## config.mk

```make
export PLATFORM = sky130hd
export DESIGN_NAME = tpws_alu
export DESIGN_NICKNAME = d
export VERILOG_FILES = /design/src/rtl/core/tpws_pkg.sv /design/src/rtl/core/tpws_alu.sv
export SDC_FILE = /design/constraint.sdc
export NUM_CORES = 1
export LEC_CHECK = 0
export BUFFER_PORTS_ARGS = -buffer_cell sky130_fd_sc_hd__buf_4
export CAP_MARGIN = 40
export CORE_MARGIN = 2
export CORE_UTILIZATION = 50
export DETAILED_ROUTE_END_ITERATION = 16
export PLACE_DENSITY_LB_ADDON = 0.15
export SYNTH_ARGS = -nofsm -noshare
export SYNTH_HDL_FRONTEND = slang
export SYNTH_SLANG_ARGS = --single-unit
```

## constraint.sdc

```tcl
create_clock -name vclk -period 8.22
set_input_delay 2.055 -clock vclk [all_inputs]
set_output_delay 2.055 -clock vclk [all_outputs]
set_load 0.05 [all_outputs]
```

## src/rtl/core/tpws_pkg.sv

```systemverilog
// ----------------------------------------------------------------------------
// tpws_pkg
// Shared types and constants of the time-partition window scheduler.
// ----------------------------------------------------------------------------
package tpws_pkg;

  localparam int MAX_PARTS  = 8;
  localparam int NUM_WIN    = 8;
  localparam int TIME_W     = 32;
  localparam int FRAME_W    = 36;
  localparam int PART_IDX_W = $clog2(MAX_PARTS);
  localparam int WIN_IDX_W  = $clog2(NUM_WIN);

  // action codes
  localparam logic [2:0] ACT_TICK   = 3'd0;
  localparam logic [2:0] ACT_CREATE = 3'd1;
  localparam logic [2:0] ACT_STAGE  = 3'd2;
  localparam logic [2:0] ACT_COMMIT = 3'd3;
  localparam logic [2:0] ACT_QUERY  = 3'd4;

  // status codes
  localparam logic [1:0] ST_OK      = 2'd0;
  localparam logic [1:0] ST_INVALID = 2'd1;
  localparam logic [1:0] ST_FULL    = 2'd2;

  typedef enum logic {
    ALU_ADD = 1'b0,
    ALU_SUB = 1'b1
  } alu_op_t;

  typedef struct packed {
    alu_op_t              op;
    logic [FRAME_W-1:0]   a;
    logic [FRAME_W-1:0]   b;
  } alu_req_t;

  typedef struct packed {
    logic [FRAME_W-1:0]   res;
    logic                 carry;  // on subtract: a >= b
  } alu_rsp_t;

endpackage

```

## src/rtl/core/tpws_alu.sv

```systemverilog
// ----------------------------------------------------------------------------
// tpws_alu
// Shared add / subtract-compare unit used by the scheduler sequencer.
// ----------------------------------------------------------------------------
module tpws_alu
  import tpws_pkg::*;
(
  input  alu_req_t req,
  output alu_rsp_t rsp
);

  logic [FRAME_W-1:0] b_op;
  logic [FRAME_W:0]   sum;

  assign b_op = (req.op == ALU_SUB) ? ~req.b : req.b;
  assign sum  = {1'b0, req.a} + {1'b0, b_op} +
                {{FRAME_W{1'b0}}, (req.op == ALU_SUB)};

  assign rsp.res   = sum[FRAME_W-1:0];
  assign rsp.carry = sum[FRAME_W];

endmodule

```

==> flow_metrics.py <==
metrics = {
    "sta": {
        "drv_slew": 0,
        "slew_headroom_pct": 63.3,
        "tightestPinTransition_ns": 0.550,
        "totalNegativeSetupSlack_ns": 0,
        "hold_violations": 0,
        "rsz0062_at_grt": "no",
        "finalSetupViolations": 0,
        "finalCritPeriodShare_pct": 83.8,
        "period_needed_ns": 6.89,
        "fmax_mhz": 145,
    },
    "critical_path": {
        "crit_top_cell": "buf_4",
        "cp_data_required_time_ns": 6.17,
        "cp-end-kind": "primary output",
        "max_stage_delay_ns": 0.45,
        "crit_chain": "buf_4 > xor2_1 > inv_1 > fa_1 > nor2b_1 > o21bai_1 > a21oi_2 > o211ai_1 > a31oi_1 > nor4_1 > nor3_1 > buf_4",
        "cp_max_fo": 36,
        "criticalPathCategory": "in2out",
        "cp_slowest_cell": "buf_4",
        "cp-start-kind": "primary input",
        "crit_arrival_ns": 4.83,
    },
    "route": {
        "drc": 0,
        "first_pass_iters": 4,
        "via_per_inst": 5.62,
        "drt_iter0_drc": 128,
        "wirelength_um": 6640,
        "ant_nets": 0,
        "vias": 2828,
        "wl_per_cell_um": 13.2,
    },
    "synthesis": {
        "seq_area_frac_synth_pct": 0,
        "yosys.area.top_type": "ha_1",
        "synth_nets": 455,
        "netlist.area_leader.share_pct": 17.7,
        "postSynthCellCount": 346,
        "ys.warnings.count": 0,
        "synthTopCellsByArea": "ha_1 18%, xor2_1 17%, xnor2_1 6.7%",
        "synth.avg_cell_area_um2": 7.15,
        "synth_area_mm2": 0.00247,
        "synth_cell_types": 51,
    },
    "global_route": {
        "antenna_found_initial": 0,
        "grt_overflow": 0,
        "grt_use_total_pct": 22.8,
        "grt_max_degree": 37,
        "grt_first_pass_wirelength_um": 10600,
        "grt_pass1_vias": 2550,
    },
    "finish": {
        "n_clock_buffer": 0,
        "seq_cell_count": 0,
        "nets": 547,
        "drive_above_1_share_pct": 28.7,
        "n_antenna_cell": 0,
        "final_common_cell": "buf_4",
        "final_cells": 503,
        "syn2layout_area_growth_pct": 32.8,
        "layout_common_cells": "110 x buf_4, 48 x xor2_1, 35 x ha_1, 29 x a21oi_1, 29 x nor2_1",
        "seqCellArea_um2": 0,
    },
    "die": {
        "die_area_mm2": 0.00553,
        "rows": 25,
        "start_util_pct": 52.0,
        "core_mm2": 0.00475,
        "io_pins": 110,
        "fp.dieW_um": 74.3,
        "die_h_um": 74.3,
    },
    "flow_run": {
        "maxCapViolCount": 0,
    },
    "clocking": {
        "post-cts-setup-buffer-count": 0,
        "cts_hold_buf": 0,
        "cts_resized": 0,
    },
    "pwr": {
        "ir_worst_vdd_v": 0.000118,
        "p_leak_nw": 1.58,
        "power_per_cell_area_mw_per_mm2": 187,
    },
    "status": {
        "outcome": "complete, no violations",
    },
    "worst_hold_path": {
        "hold_class": "in2out",
    },
    "place": {
        "dp.cells": 503,
        "numPortBuffers": 110,
        "place.gp.congestion": 0.900,
        "hpwl_um": 5500,
    },
}
==> synth_stat cells (3+ instances only) <==
| cell type | count |
|---|---|
| nand2b_1 | 6 |
| nand2_1 | 21 |
| a31oi_1 | 9 |
| nand3_1 | 6 |
| a21o_1 | 16 |
| o21ai_1 | 5 |
| ha_1 | 35 |
| nor3_1 | 7 |
| o21a_1 | 10 |
| inv_1 | 8 |
| xnor2_1 | 19 |
| buf_2 | 12 |
| a21oi_1 | 29 |
| nand4_1 | 13 |
| o211ai_1 | 3 |
| nor2_1 | 29 |
| a21boi_1 | 4 |
| xor2_1 | 48 |
| o21ai_0 | 16 |
| clkbuf_1 | 7 |
| a211oi_1 | 4 |
==> cells by family after synthesis <==
| logic type | Yosys count | synth area share, % |
|---|---|---|
| buf+inv | 28 | 5.16 |
| xor+xnor | 67 | 23.7 |
| simple gates | 97 | 19.9 |
| mux | 1 | 0.556 |
| fa+ha+maj | 36 | 18.5 |
| compound gates | 117 | 32.1 |
==> area by class of cell <==
| class | instances | area [µm²] |
|---|---|---|
| Fill cell | 418 | 1470 |
| Inverter | 8 | 30.0 |
| Tap cell | 67 | 83.8 |
| Timing Repair Buffer | 110 | 826 |
| Multi-Input combinational cell | 318 | 2350 |
==> worst max-delay path, delay by kind of cell <==
| family | cells | cell delay, ns |
|---|---|---|
| compound gates | 4 | 0.84 |
| xor+xnor | 1 | 0.26 |
| fa+ha+maj | 1 | 0.42 |
| buf+inv | 3 | 0.77 |
| simple gates | 3 | 0.49 |
==> per-stage QoR <==
step / area, µm² / setup slack, ns / total power, mW / hold WS [ns] / util [%]
5_1_grt: 3290 / 1.11 / 0.651 / 4.47 / 69.1
3_5_place_dp: 3290 / 1.34 / 0.610 / 4.45 / 69.1
3_3_place_gp: 3290 / 1.46 / 0.607 / 4.44 / 69.1
4_1_cts: 3290 / 1.34 / 0.612 / 4.45 / 69.1
6_report: 3290 / 1.33 / 0.613 / 4.45 / 69.1
2_1_floorplan: 2470 / 0.924 / 0.448 / 4.38 / -
==> where the power goes <==
part | leakage [nW] | internal (mW) | switching (mW) | total [mW]
Combinational | 1.58 | 0.210 | 0.403 | 0.613
Clock | 0 | 0 | 0 | 0
Sequential | 0 | 0 | 0 | 0
Total | 1.58 | 0.210 | 0.403 | 0.613
==> path summary, 6_finish.rpt <==
kind	from	endpoint	cells past startpoint
worst max-delay path	req[72]	rsp[0]	12
worst min-delay path	req[36]	rsp[1]	3
==> per-layer routing <==
layer  vias up  global-route usage (%)  part of all wire, %
met4         0                    2.18                 0.54
met2        91                    42.2                   48
li1       1458                       -                    -
met1      1275                    30.5                   46
met5         -                       0                    0
met3         4                   0.678                  5.5
Power figures use the tool's default switching activity.
